--- config.mk ---
export PLATFORM = sky130hd
export DESIGN_NAME = ect_ctrl
export DESIGN_NICKNAME = d
export VERILOG_FILES = /design/src/rtl/ect_pkg.sv /design/src/rtl/ect_ctrl.sv
export VERILOG_INCLUDE_DIRS = /design/src /design/src/rtl
export SDC_FILE = /design/constraint.sdc
export NUM_CORES = 1
export LEC_CHECK = 0
export BUFFER_PORTS_ARGS = -buffer_cell sky130_fd_sc_hd__buf_2
export CAP_MARGIN = 20
export CORE_AREA = 3 3 40 42
export DETAILED_ROUTE_END_ITERATION = 8
export DIE_AREA = 0 0 43 45
export PLACE_DENSITY = 0.61
export SLEW_MARGIN = 20
export SYNTH_ARGS = -nofsm -noshare
export SYNTH_HDL_FRONTEND = slang
export SYNTH_SLANG_ARGS = --single-unit
--- constraint.sdc ---
create_clock -name clk -period 1.5 [get_ports clk]
set_input_delay 0.225 -clock clk [delete_from_list [all_inputs] [get_ports clk]]
set_output_delay 0.225 -clock clk [all_outputs]
set_load 0.1 [all_outputs]
--- src/rtl/event_coalescing_timeout_table_top_macros.svh ---
// Assertion macros shared by the RTL files.
`ifndef EVENT_COALESCING_TIMEOUT_TABLE_TOP_MACROS_SVH
`define EVENT_COALESCING_TIMEOUT_TABLE_TOP_MACROS_SVH
// Implication checked on every rising clock edge outside reset.
`define ECT_ASSERT_IMP(label, clk, rst_n, ante, cons, msg) \
  label: assert property (@(posedge clk) disable iff (!rst_n) (ante) |-> (cons)) \
    else $error(msg);
// Next-cycle implication checked outside reset.
`define ECT_ASSERT_NXT(label, clk, rst_n, ante, cons, msg) \
  label: assert property (@(posedge clk) disable iff (!rst_n) (ante) |=> (cons)) \
    else $error(msg);
`endif

--- src/rtl/ect_pkg.sv ---
// ----------------------------------------------------------------------------
// ect_pkg
// Types and constants of the event coalescing timeout table.
// ----------------------------------------------------------------------------
package ect_pkg;
  localparam int TABLE_SIZE = 16;
  localparam int KEY_BITS   = 32;
  localparam int TIME_BITS  = 32;
  localparam int IDX_BITS   = $clog2(TABLE_SIZE);
  localparam int CNT_BITS   = $clog2(TABLE_SIZE + 1);

  typedef enum logic [1:0] {
    REQ_PUSH  = 2'd0,
    REQ_TICK  = 2'd1,
    REQ_FLUSH = 2'd2,
    REQ_NONE  = 2'd3
  } req_t;

  localparam logic [1:0] KIND_ACK   = 2'd0;
  localparam logic [1:0] KIND_ENTRY = 2'd1;
  localparam logic [1:0] KIND_EMPTY = 2'd2;

  typedef enum logic [2:0] {
    ST_IDLE,
    ST_PUSH,
    ST_SCAN,
    ST_EMIT,
    ST_DONE
  } state_t;

  // Controller to datapath.
  typedef struct packed {
    logic                latch_in;  // capture the accepted item
    logic                do_push;   // apply the push to the table
    logic                load_rank; // point the rank cursor at its first value
    logic                step_rank; // advance the rank cursor
    logic                emit;      // load output with the selected entry, free it
    logic                renumber;  // compact ranks after a tick
    logic                out_ack;   // load output with push acknowledgement
    logic                out_empty; // load output with empty last item
  } cmd_t;

  // Datapath to controller.
  typedef struct packed {
    req_t req;
    logic hit;        // some valid slot holds the selected rank
    logic due;        // that slot is due under the current request
    logic rank_last;  // cursor at its final rank
    logic emitted;    // at least one entry emitted for this item
    logic more_after; // a later rank still holds an entry to emit
  } status_t;
endpackage

--- src/rtl/ect_ctrl.sv ---
// ----------------------------------------------------------------------------
// ect_ctrl
// Sequencer for request items; walks the table ranks for ticks and flushes.
// ----------------------------------------------------------------------------
module ect_ctrl
  import ect_pkg::*;
(
  input  logic    clk,
  input  logic    rst_n,
  input  logic    in_valid,
  output logic    in_ready,
  output logic    out_valid,
  input  logic    out_ready,
  input  status_t sts,
  output cmd_t    cmd
);
  state_t state_r, state_nxt;
  logic   ovalid_r, ovalid_nxt;

  assign out_valid = ovalid_r;
  wire out_free = !ovalid_r || out_ready;

  always_comb begin
    state_nxt  = state_r;
    ovalid_nxt = ovalid_r && !out_ready;
    cmd        = '0;
    in_ready   = (state_r == ST_IDLE);
    case (state_r)
      ST_IDLE: begin
        if (in_valid) begin
          cmd.latch_in = 1'b1;
          state_nxt = ST_PUSH;
        end
      end
      ST_PUSH: begin
        case (sts.req)
          REQ_PUSH: begin
            if (out_free) begin
              cmd.do_push = 1'b1; cmd.out_ack = 1'b1;
              ovalid_nxt = 1'b1; state_nxt = ST_IDLE;
            end
          end
          REQ_TICK, REQ_FLUSH: begin
            cmd.load_rank = 1'b1; state_nxt = ST_SCAN;
          end
          default: begin
            if (out_free) begin
              cmd.out_empty = 1'b1; ovalid_nxt = 1'b1; state_nxt = ST_IDLE;
            end
          end
        endcase
      end
      ST_SCAN: begin
        if (sts.hit && sts.due) begin
          if (out_free) begin
            cmd.emit = 1'b1; ovalid_nxt = 1'b1;
            if (sts.rank_last || !sts.more_after) state_nxt = ST_DONE;
            else cmd.step_rank = 1'b1;
          end
        end else if (sts.rank_last || !sts.hit) begin
          state_nxt = ST_DONE;
        end else begin
          cmd.step_rank = 1'b1;
        end
      end
      ST_DONE: begin
        if (sts.req == REQ_TICK) cmd.renumber = 1'b1;
        if (sts.emitted) begin
          state_nxt = ST_IDLE;
        end else if (out_free) begin
          cmd.out_empty = 1'b1; ovalid_nxt = 1'b1; state_nxt = ST_IDLE;
        end
      end
      default: state_nxt = ST_IDLE;
    endcase
  end

  always_ff @(posedge clk) begin
    if (!rst_n) begin
      state_r  <= ST_IDLE;
      ovalid_r <= 1'b0;
    end else begin
      state_r  <= state_nxt;
      ovalid_r <= ovalid_nxt;
    end
  end

`include "event_coalescing_timeout_table_top_macros.svh"
  `ECT_ASSERT_IMP(a_ready_idle, clk, rst_n, in_ready, state_r == ST_IDLE, "ready outside idle")
  `ECT_ASSERT_IMP(a_no_overwrite, clk, rst_n, out_valid && !out_ready, !(cmd.emit || cmd.out_ack || cmd.out_empty), "result overwritten")
  `ECT_ASSERT_NXT(a_load_valid, clk, rst_n, cmd.emit || cmd.out_ack || cmd.out_empty, out_valid, "result not shown")
endmodule

==> run_results.csv, run 1 <==
group,metric,value,unit
setup_path,worstPathRequired,1.27,ns
power,pwr_density_cell,604,mW/mm^2
final_layout,drive_gt1_share,68.9,%
yosys,yosysMostFrequentCell,"nor3_1",
global_route,antenna_found_initial,0,
power,power,487,uW
global_route,grt_pass1_vias,467,
yosys,synth.distinct_cells,24,
power,peakVddDrop,0.479,mV
yosys,ys_seq_area_share,22.1,%
yosys,synthFlopType,"dfxtp_1",
timing,timing.hold.ws,0.225,ns
min_path,hold_class,"primary input to flip-flop",
clocking,cts_tree,"yes",
timing,setup_viol,7,
timing,relSlewSlack,67.7,%
yosys,synth.yosys.warnings,0,
yosys,yosys.area.top_type,"dfxtp_1",
clocking,clock_latency,0.25,ns
setup_path,crit_type,"flip-flop to output port",
timing,slew_viol_final,0,
clocking,clock-sinks,4,
global_route,grtUsageTotal,15.8,%
floorplanning,boundaryPins,21,
route,antenna_left,0,
setup_path,rrSetupSlack,0.14,ns
yosys,ys_async_sr_fraction,0,%
timing,setup_slack,-0.0903,ns
place,gp_congestion,0.844,
yosys,yosysTopAreaCellShare,22.1,%
setup_path,crit_arrival,1.37,ns
setup_path,crit_fanout,5,
final_layout,postLayoutCoreUtil,62.7,%
min_path,min_path_cells,2,
final_layout,fin_nets,89,
power,p_int,297,uW
floorplanning,core-area,0.00128,sq mm
setup_path,end_kind,"output port",
yosys,synth_commonest_cells,"nor3_1 (5), dfxtp_1 (4), inv_1 (4)",
timing,rsz0062_at_grt,"true",
yosys,postSynthAreaPerCell,8.04,sq um
place,place_inst,83,
power,swShare,39.0,%
place,io_buffers,20,
global_route,grt_pass1_wl,2.11,mm
global_route,grt_max_degree,7,
outcome,violations,"setup timing",
timing,fin_crit_sh,106,%
global_route,grt_overflow_total,0,
route,viasPerCell,5.34,
power,leakage,0.000338,uW
setup_path,cp-start-kind,"flip-flop",
timing,tightest_slew,0.488,ns
floorplanning,initial_utilization,28.1,%
route,wire_per_inst,14.4,um
yosys,synth_edf_count,0,
power,p_clk_share,32.1,%
setup_path,rr_worst_depth,3,
yosys,synthTopCellsByArea,"dfxtp_1 (22%), ha_1 (10%), nor3_1 (6.9%)",
floorplanning,fp.dieH,45,um
route,dr.pass1.iters,4,
final_layout,n_antenna_cell,0,
power,switchingPower,190,uW
timing,timing.fmax,629,MHz
setup_path,cpPeakStageDelay,0.36,ns
timing,hold_violations,0,
floorplanning,die_x,43,um
final_layout,final-instance-count-excl-fill,89,
timing,layout_min_cycle_time,1.59,ns
place,dp_hpwl,968,um
yosys,syn_area,362,sq um
power,combPwrFrac,44.2,%
route,drt_iter0_drc,8,
clocking,htreeDepth,1,
yosys,synth_nets,59,
route,drc,0,
clocking,cts_buffer_depth,2,
floorplanning,rows,13,
timing,finalClockSkew,0.00729,ns
final_layout,syn2layout_area_growth,123,%
power,power_frac_seq,23.7,%
yosys,synth_seq_cells,4,
run,cap_violations,0,
outcome,status,"complete, but fails checks",
yosys,syn_inst,45,
clocking,path_clk_slew,0.04,ns
clocking,clockRootBuffer,"clkbuf_4",
floorplanning,dieArea,0.00194,sq mm
route,vias,475,
route,wl,1.29,mm
setup_path,crit_slowest_cell,"dfxtp_4",
clocking,cts_inserted_buffers,3,
setup_path,path_cells,"buf_6 > nor3b_4 > and3_4 > buf_12",
## per-stage QoR
stage	worst slack, ns	instance area, sq um	setup TNS, ns
2_1_floorplan	-0.493	477	-1.83
3_3_place_gp	0.0823	734	0
3_5_place_dp	0.0597	734	0
4_1_cts	-0.102	795	-0.466
5_1_grt	-0.146	806	-0.902
6_report	-0.0903	806	-0.412
## worst paths after layout
kind | startpoint | endpoint
setup / recovery | state_r[2]$_SDFFE_PN0P_ | cmd[1]
hold / removal | rst_n | out_valid$_SDFF_PN0_
hold reg to reg | state_r[0]$_SDFFE_PN0P_ | state_r[2]$_SDFFE_PN0P_
setup reg to reg | state_r[1]$_SDFFE_PN0P_ | state_r[1]$_SDFFE_PN0P_
## routing by layer
layer	vias up	GRT usage, %	wire, um
li1	223	-	-
met1	223	15.5	467
met2	22	26.9	658
met3	7	3.98	81
met4	0	15.1	77
met5	-	0	0
## flip-flops by register name, indices dropped and copies added, names as in the netlist
register / cells
out_valid: 1
state_r: 3
## power groups by stage
stage / Clock [uW] / Combinational (uW) / Sequential (uW)
floorplan: 0 / 123 / 125
global placement: 0 / 201 / 117
detailed placement: 0 / 203 / 117
CTS: 159 / 210 / 115
global route: 173 / 225 / 116
finish: 156 / 215 / 115
## timing repair
action | CTS | global route
pin swaps | 6 | 2
hold buffers | 0 | 0
buffers inserted | 1 | 1
endpoints found under the setup margin | 7 | 8
gates resized for setup | 6 | 1
## cell type report
| type | count | area [sq um] |
|---|---|---|
| timing repair buffer | 28 | 303 |
| clock buffer | 4 | 26.3 |
| fill | 104 | 479 |
| tap | 15 | 18.8 |
| multi-input combinational | 33 | 349 |
| inverter | 5 | 18.8 |
| sequential | 4 | 90.1 |
## cells in the final DEF, fill, tap and decap left out, types with 3 or more instances in the layout
cell      count
buf_2        11
buf_12        9
buf_4         6
inv_1         4
nor3_4        4
ha_1          3
clkbuf_4      3
## cell families (layout without fill, tap and decap cells)
family	after synthesis	count (layout)	synth area share, %
compound gates	9	9	22.1
fa+ha+maj	3	3	10.4
buf+inv	8	37	9.34
flops	4	4	22.1
simple gates	21	21	36.0
## critical path: cells and delay by family (launching register included)
kind	cells	cell delay [ns]
simple gates	2	0.45
flops	1	0.36
buf+inv	2	0.31
No activity file was read; power rests on OpenSTA's default activity.
==> inputs of run 2 (changes only) <==
--- a/config.mk
+++ b/config.mk
@@ -11,7 +11,7 @@
 export CORE_AREA = 3 3 40 42
 export DETAILED_ROUTE_END_ITERATION = 8
 export DIE_AREA = 0 0 43 45
-export PLACE_DENSITY = 0.61
+export PLACE_DENSITY = 0.55
 export SLEW_MARGIN = 20
 export SYNTH_ARGS = -nofsm -noshare
 export SYNTH_HDL_FRONTEND = slang
==> run_results.csv, run 2 (same netlist as run 1, synthesis figures left out) <==
group,metric,value,unit
clocking,path_clk_slew,0.04,ns
route,wl,1.23,mm
floorplanning,initial_utilization,28.1,%
timing,rsz0062_at_grt,"true",
power,peakVddDrop,0.287,mV
setup_path,worstPathRequired,1.27,ns
timing,setup_viol,5,
timing,slew_viol_final,0,
power,pwr_density_cell,591,mW/mm^2
setup_path,rr_worst_depth,3,
global_route,grt_overflow_total,0,
setup_path,critical-path-top-delay-family,"flip-flops",
final_layout,fin_area,812,sq um
setup_path,crit_type,"flip-flop to output port",
route,vias,453,
timing,finalClockSkew,0.00395,ns
global_route,antenna_found_initial,0,
setup_path,crit_fanout,4,
setup_path,rrSetupSlack,0.08,ns
setup_path,end_kind,"output port",
final_layout,regMostFlops,"state_r",
clocking,htreeDepth,1,
place,io_buffers,20,
place,dpl-instance-area,734,sq um
clocking,clock_latency,0.24,ns
setup_path,r2r_start,"state_r[2]$_SDFFE_PN0P_",
setup_path,r2r_end,"state_r[2]$_SDFFE_PN0P_",
run,cap_violations,0,
floorplanning,die_x,43,um
timing,fin_crit_sh,103,%
timing,timing.fmax,645,MHz
route,highest_layer,"met4",
outcome,violations,"setup timing",
setup_path,crit_arrival,1.32,ns
setup_path,crit_slowest_cell,"dfxtp_2",
route,wire_per_inst,14.0,um
global_route,grtUsageTotal,13.5,%
global_route,grt_pass1_vias,458,
route,drc,0,
final_layout,fin_nets,88,
route,dr.pass1.iters,2,
timing,hold_violations,0,
setup_path,cp-start-kind,"flip-flop",
clocking,clock-sinks,4,
route,dr_wl_met3,76,um
min_path,min_path_cells,2,
clocking,cts_tree,"yes",
final_layout,largest_register_ffs,3,
floorplanning,fp.dieH,45,um
final_layout,final_common_cell,"buf_2",
setup_path,critPathBufInv,2,
power,leakage,0.000337,uW
timing,timing.hold.ws,0.232,ns
timing,tightest_slew,0.466,ns
min_path,min_to,"out_valid$_SDFF_PN0_",
global_route,grt_max_degree,8,
timing,relSlewSlack,68.5,%
setup_path,cpPeakStageDelay,0.34,ns
outcome,status,"complete, but fails checks",
final_layout,n_antenna_cell,0,
floorplanning,dieArea,0.00194,sq mm
setup_path,path_cells,"buf_6 > nor3b_4 > a31oi_2 > nor3_4 > buf_12",
route,dr_wl_met2,637,um
clocking,cts_buffer_depth,2,
place,dp_hpwl,915,um
floorplanning,core-area,0.00128,sq mm
min_path,worstHoldStart,"rst_n",
timing,setup_slack,-0.0498,ns
floorplanning,rows,13,
clocking,clockRootBuffer,"clkbuf_4",
final_layout,final_cell_mix,"buf_2 (11), buf_12 (9), buf_4 (5)",
power,power,480,uW
floorplanning,boundaryPins,21,
place,gp_congestion,0.787,
route,viasPerCell,5.15,
final_layout,drive_gt1_share,71.2,%
route,drt_iter0_drc,3,
final_layout,syn2layout_area_growth,125,%
min_path,hold_class,"primary input to flip-flop",
global_route,grt_pass1_wl,1.93,mm
clocking,cts_inserted_buffers,3,
route,drt-met1-wl,502,um
timing,layout_min_cycle_time,1.55,ns
route,antenna_left,0,
[run 2: cell count changes in the layout (fill, tap and decap cells not counted)]
cell     previous run  this run
dfxtp_2             2         1
dfxtp_4             2         3
nor3b_1             1         0
buf_4               6         5
a31oi_1             1         0
nor3b_2             0         1
a31oi_2             0         1
[run 2: worst register-to-register path, stage by stage (launching register included)]
cell	delay, ns
dfxtp_4	0.40
inv_2	0.07
or4_4	0.51
a2111oi_2	0.34
[run 2: metrics by stage]
stage	TNS [ns]	setup WS, ns	utilization [%]	cells
after floorplan	-1.83	-0.493	-	45
after global placement	0	0.0779	57.2	83
after detailed placement	0	0.0569	57.2	83
after CTS	-0.207	-0.106	62.0	88
after global routing	-0.454	-0.107	63.2	88
final	-0.153	-0.0498	63.2	88
[run 2: layer usage]
layer | up-vias | track usage, %
met2 | 14 | 21.6
met4 | 0 | 7.83
met5 | - | 0
met3 | 2 | 4.78
met1 | 215 | 15.7
li1 | 222 | -
[run 2: where the power goes]
part           leakage [uW]  internal (uW)  switching [uW]
clock network     0.0000150            100            53.8
registers         0.0000352            108            6.60
logic              0.000287           83.7             127
[run 2: cell type report]
type | instances | area [sq um]
Multi-Input combinational cell | 33 | 360
Tap cell | 15 | 18.8
Inverter | 5 | 18.8
Clock buffer | 4 | 26.3
Fill cell | 111 | 473
Sequential cell | 4 | 92.6
Timing Repair Buffer | 27 | 295
[run 2: timing repair]
item / CTS / global route
endpoints found under the setup margin: 6 / 9
hold endpoints to repair: 0 / 0
hold buffers: 0 / 0
setup buffers: 1 / 0
cloned: 0 / 0
gates resized for setup: 6 / 4
pin swaps: 4 / 5
[run 2: how the worst max path moves through the flow]
stage                       startpoint                      end  depth (start not counted)
5_1_grt        state_r[0]$_SDFFE_PN0P_                   cmd[0]                          5
3_5_place_dp   state_r[2]$_SDFFE_PN0P_  state_r[2]$_SDFFE_PN0P_                          3
2_1_floorplan  state_r[0]$_SDFFE_PN0P_                   cmd[7]                          3
6_report       state_r[0]$_SDFFE_PN0P_                   cmd[0]                          5
3_3_place_gp   state_r[2]$_SDFFE_PN0P_  state_r[2]$_SDFFE_PN0P_                          3
4_1_cts        state_r[0]$_SDFFE_PN0P_                   cmd[0]                          5
==> inputs of run 3 (changes only) <==
--- a/config.mk
+++ b/config.mk
@@ -6,12 +6,13 @@
 export SDC_FILE = /design/constraint.sdc
 export NUM_CORES = 1
 export LEC_CHECK = 0
+export ABC_AREA = 1
 export BUFFER_PORTS_ARGS = -buffer_cell sky130_fd_sc_hd__buf_2
 export CAP_MARGIN = 20
 export CORE_AREA = 3 3 40 42
 export DETAILED_ROUTE_END_ITERATION = 8
 export DIE_AREA = 0 0 43 45
-export PLACE_DENSITY = 0.55
+export PLACE_DENSITY = 0.59
 export SLEW_MARGIN = 20
 export SYNTH_ARGS = -nofsm -noshare
 export SYNTH_HDL_FRONTEND = slang
==> run_results.csv, run 3 <==
group,metric,value,unit
outcome,status,"complete, but fails checks",
outcome,violations,"setup timing",
run,cap_violations,0,
final_layout,fillers,105,
final_layout,drive_gt1_share,60.8,%
yosys,synth_edf_count,0,
setup_path,critical-path-top-delay-family,"simple AND/OR/NAND/NOR gates",
clocking,htreeDepth,1,
route,vias,509,
timing,setup_viol,4,
yosys,synth_compound_area_share,8.70,%
timing,fin_crit_sh,102,%
timing,rsz0062_at_grt,"true",
yosys,synth_seq_cells,4,
timing,setup_slack,-0.0330,ns
setup_path,critPathBufInv,1,
yosys,postSynthAreaPerCell,5.92,sq um
place,io_buffers,20,
route,antenna_left,0,
yosys,muxShareOfSynthArea,0,%
power,pwr_density_cell,593,mW/mm^2
floorplanning,initial_utilization,31.4,%
floorplanning,dieArea,0.00194,sq mm
power,leakage,0.000414,uW
timing,layout_min_cycle_time,1.53,ns
power,peakVddDrop,0.284,mV
power,power,486,uW
global_route,grtUsageTotal,13.6,%
yosys,synth.distinct_cells,17,
floorplanning,fp.dieH,45,um
final_layout,final_common_cell,"inv_1",
route,drc,0,
clocking,path_clk_slew,0.04,ns
timing,timing.fmax,652,MHz
timing,finalClockSkew,0.00236,ns
final_layout,largest_register_ffs,3,
clocking,cts_buffer_depth,2,
setup_path,crit_slowest_cell,"dfxtp_4",
place,dp_hpwl,866,um
setup_path,crit_fanout,4,
place,gp_congestion,0.708,
min_path,hold_class,"primary input to flip-flop",
yosys,yosysTopAreaCellShare,19.9,%
yosys,ys_seq_area_share,19.9,%
floorplanning,core-area,0.00128,sq mm
global_route,antenna_found_initial,0,
yosys,synth_nets,82,
route,wire_per_inst,10.2,um
setup_path,path_cells,"nor2_4 > nand2_2 > nor2_4 > nand2_2 > o22ai_4 > buf_12",
final_layout,syn2layout_area_growth,103,%
final_layout,final_cell_mix,"inv_1 (15), nand2_1 (11), buf_2 (11)",
clocking,cts_inserted_buffers,3,
timing,tightest_slew,0.489,ns
setup_path,crit_arrival,1.31,ns
final_layout,fin_nets,113,
route,viasPerCell,4.54,
yosys,synth.yosys.warnings,0,
yosys,synth_commonest_cells,"inv_1 (17), nand2_1 (17), nor2_2 (5)",
setup_path,rrSetupSlack,0.39,ns
timing,relSlewSlack,67.6,%
final_layout,regMostFlops,"state_r",
setup_path,crit_type,"flip-flop to output port",
floorplanning,die_x,43,um
floorplanning,boundaryPins,21,
timing,hold_violations,0,
yosys,yosys.area.top_type,"dfxtp_1",
yosys,syn_area,403,sq um
yosys,synth_xor_area_share,0,%
global_route,grt_pass1_wl,1.86,mm
clocking,clock_latency,0.24,ns
floorplanning,rows,13,
clocking,cts_tree,"yes",
setup_path,cp-start-kind,"flip-flop",
setup_path,cpPeakStageDelay,0.36,ns
route,dr.pass1.iters,3,
timing,slew_viol_final,0,
yosys,synth_fa_ha_area_share,9.32,%
route,wl,1.14,mm
yosys,syn_inst,68,
clocking,clockRootBuffer,"clkbuf_4",
place,place_ws,0.142,ns
setup_path,worstPathRequired,1.27,ns
yosys,synthFlopType,"dfxtp_1",
yosys,synth-simple-area-share,42.5,%
final_layout,n_antenna_cell,0,
yosys,synth_top_family_by_area,"simple AND/OR/NAND/NOR gates",
global_route,grt_overflow_total,0,
yosys,ys_async_sr_fraction,0,%
global_route,grt_pass1_vias,518,
setup_path,end_kind,"output port",
route,drt_iter0_drc,1,
yosys,synthTopCellsByArea,"dfxtp_1 (20%), inv_1 (16%), nand2_1 (16%)",
clocking,clock-sinks,4,
global_route,grt_max_degree,6,
==> run 3: cell types whose count changed after synthesis, sizes merged, moves of 2 or more <==
cell    change
inv        +14
nor3        -4
nand2b      -2
nand3       +3
nor2        +9
and2        -3
clkbuf      -2
a21oi       +4
o41ai       -2
nor3b       -2
nand2      +17
nor2b       -3
==> run 3: logic make-up after synthesis <==
kind of cell / after synthesis
adder cells (fa/ha/maj): 3
buffers and inverters: 20
flip-flops: 4
AO/OA/AOI/OAI: 6
AND/OR/NAND/NOR: 35
==> run 3: path summary, 6_finish.rpt <==
check	start	to	cells past startpoint
max	state_r[0]$_SDFFE_PN0P_	cmd[4]	6
min	rst_n	out_valid$_SDFF_PN0_	3
max reg2reg	state_r[0]$_SDFFE_PN0P_	out_valid$_SDFF_PN0_	9
min reg2reg	state_r[2]$_SDFFE_PN0P_	state_r[1]$_SDFFE_PN0P_	3
==> run 3: through the flow <==
stage	cell area (sq um)	setup TNS [ns]	util, %	instances	hold slack (ns)
floorplan	464	-0.295	-	68	0.391
global placement	698	0	54.3	102	0.507
detailed placement	698	0	54.3	102	0.508
CTS	772	-0.0540	60.1	110	0.269
global route	820	-0.436	63.8	112	0.309
finish	820	-0.104	63.8	112	0.267
==> run 3: worst register-to-register path, stage by stage, from the launching register on <==
cell     delay [ns]
dfxtp_4        0.36
nor2_4         0.10
nand2_2        0.08
nor2_4         0.10
buf_4          0.11
buf_4          0.10
inv_2          0.02
nand2_1        0.04
inv_1          0.04
a21oi_2        0.09
==> run 3: layer usage <==
| layer | global-route usage (%) | share of wire [%] |
|---|---|---|
| met5 | 0 | 0 |
| met4 | 12.7 | 3.1 |
| met3 | 3.59 | 6.5 |
| met2 | 26.6 | 57 |
| met1 | 10.6 | 34 |
==> run 3: final cells by class <==
class	count	area, sq um	area share [%]
inverter	19	82.6	10.1
multi-input combinational	44	315	38.5
tap	15	18.8	2.29
sequential	4	92.6	11.3
timing repair buffer	27	288	35.1
clock buffer	3	22.5	2.75
==> run 3: where the power goes <==
part | switching (uW) | internal, uW
sequential | 7.77 | 109
clock | 45.0 | 89.5
combinational | 148 | 86.6
total | 201 | 285
==> run 3: what timing repair did <==
action / CTS / global route
hold buffers: 0 / 0
endpoints found under the setup margin: 7 / 7
resized for setup: 5 / 11
pin swaps: 6 / 7
buffers inserted: 5 / 2
cloned: 0 / 0
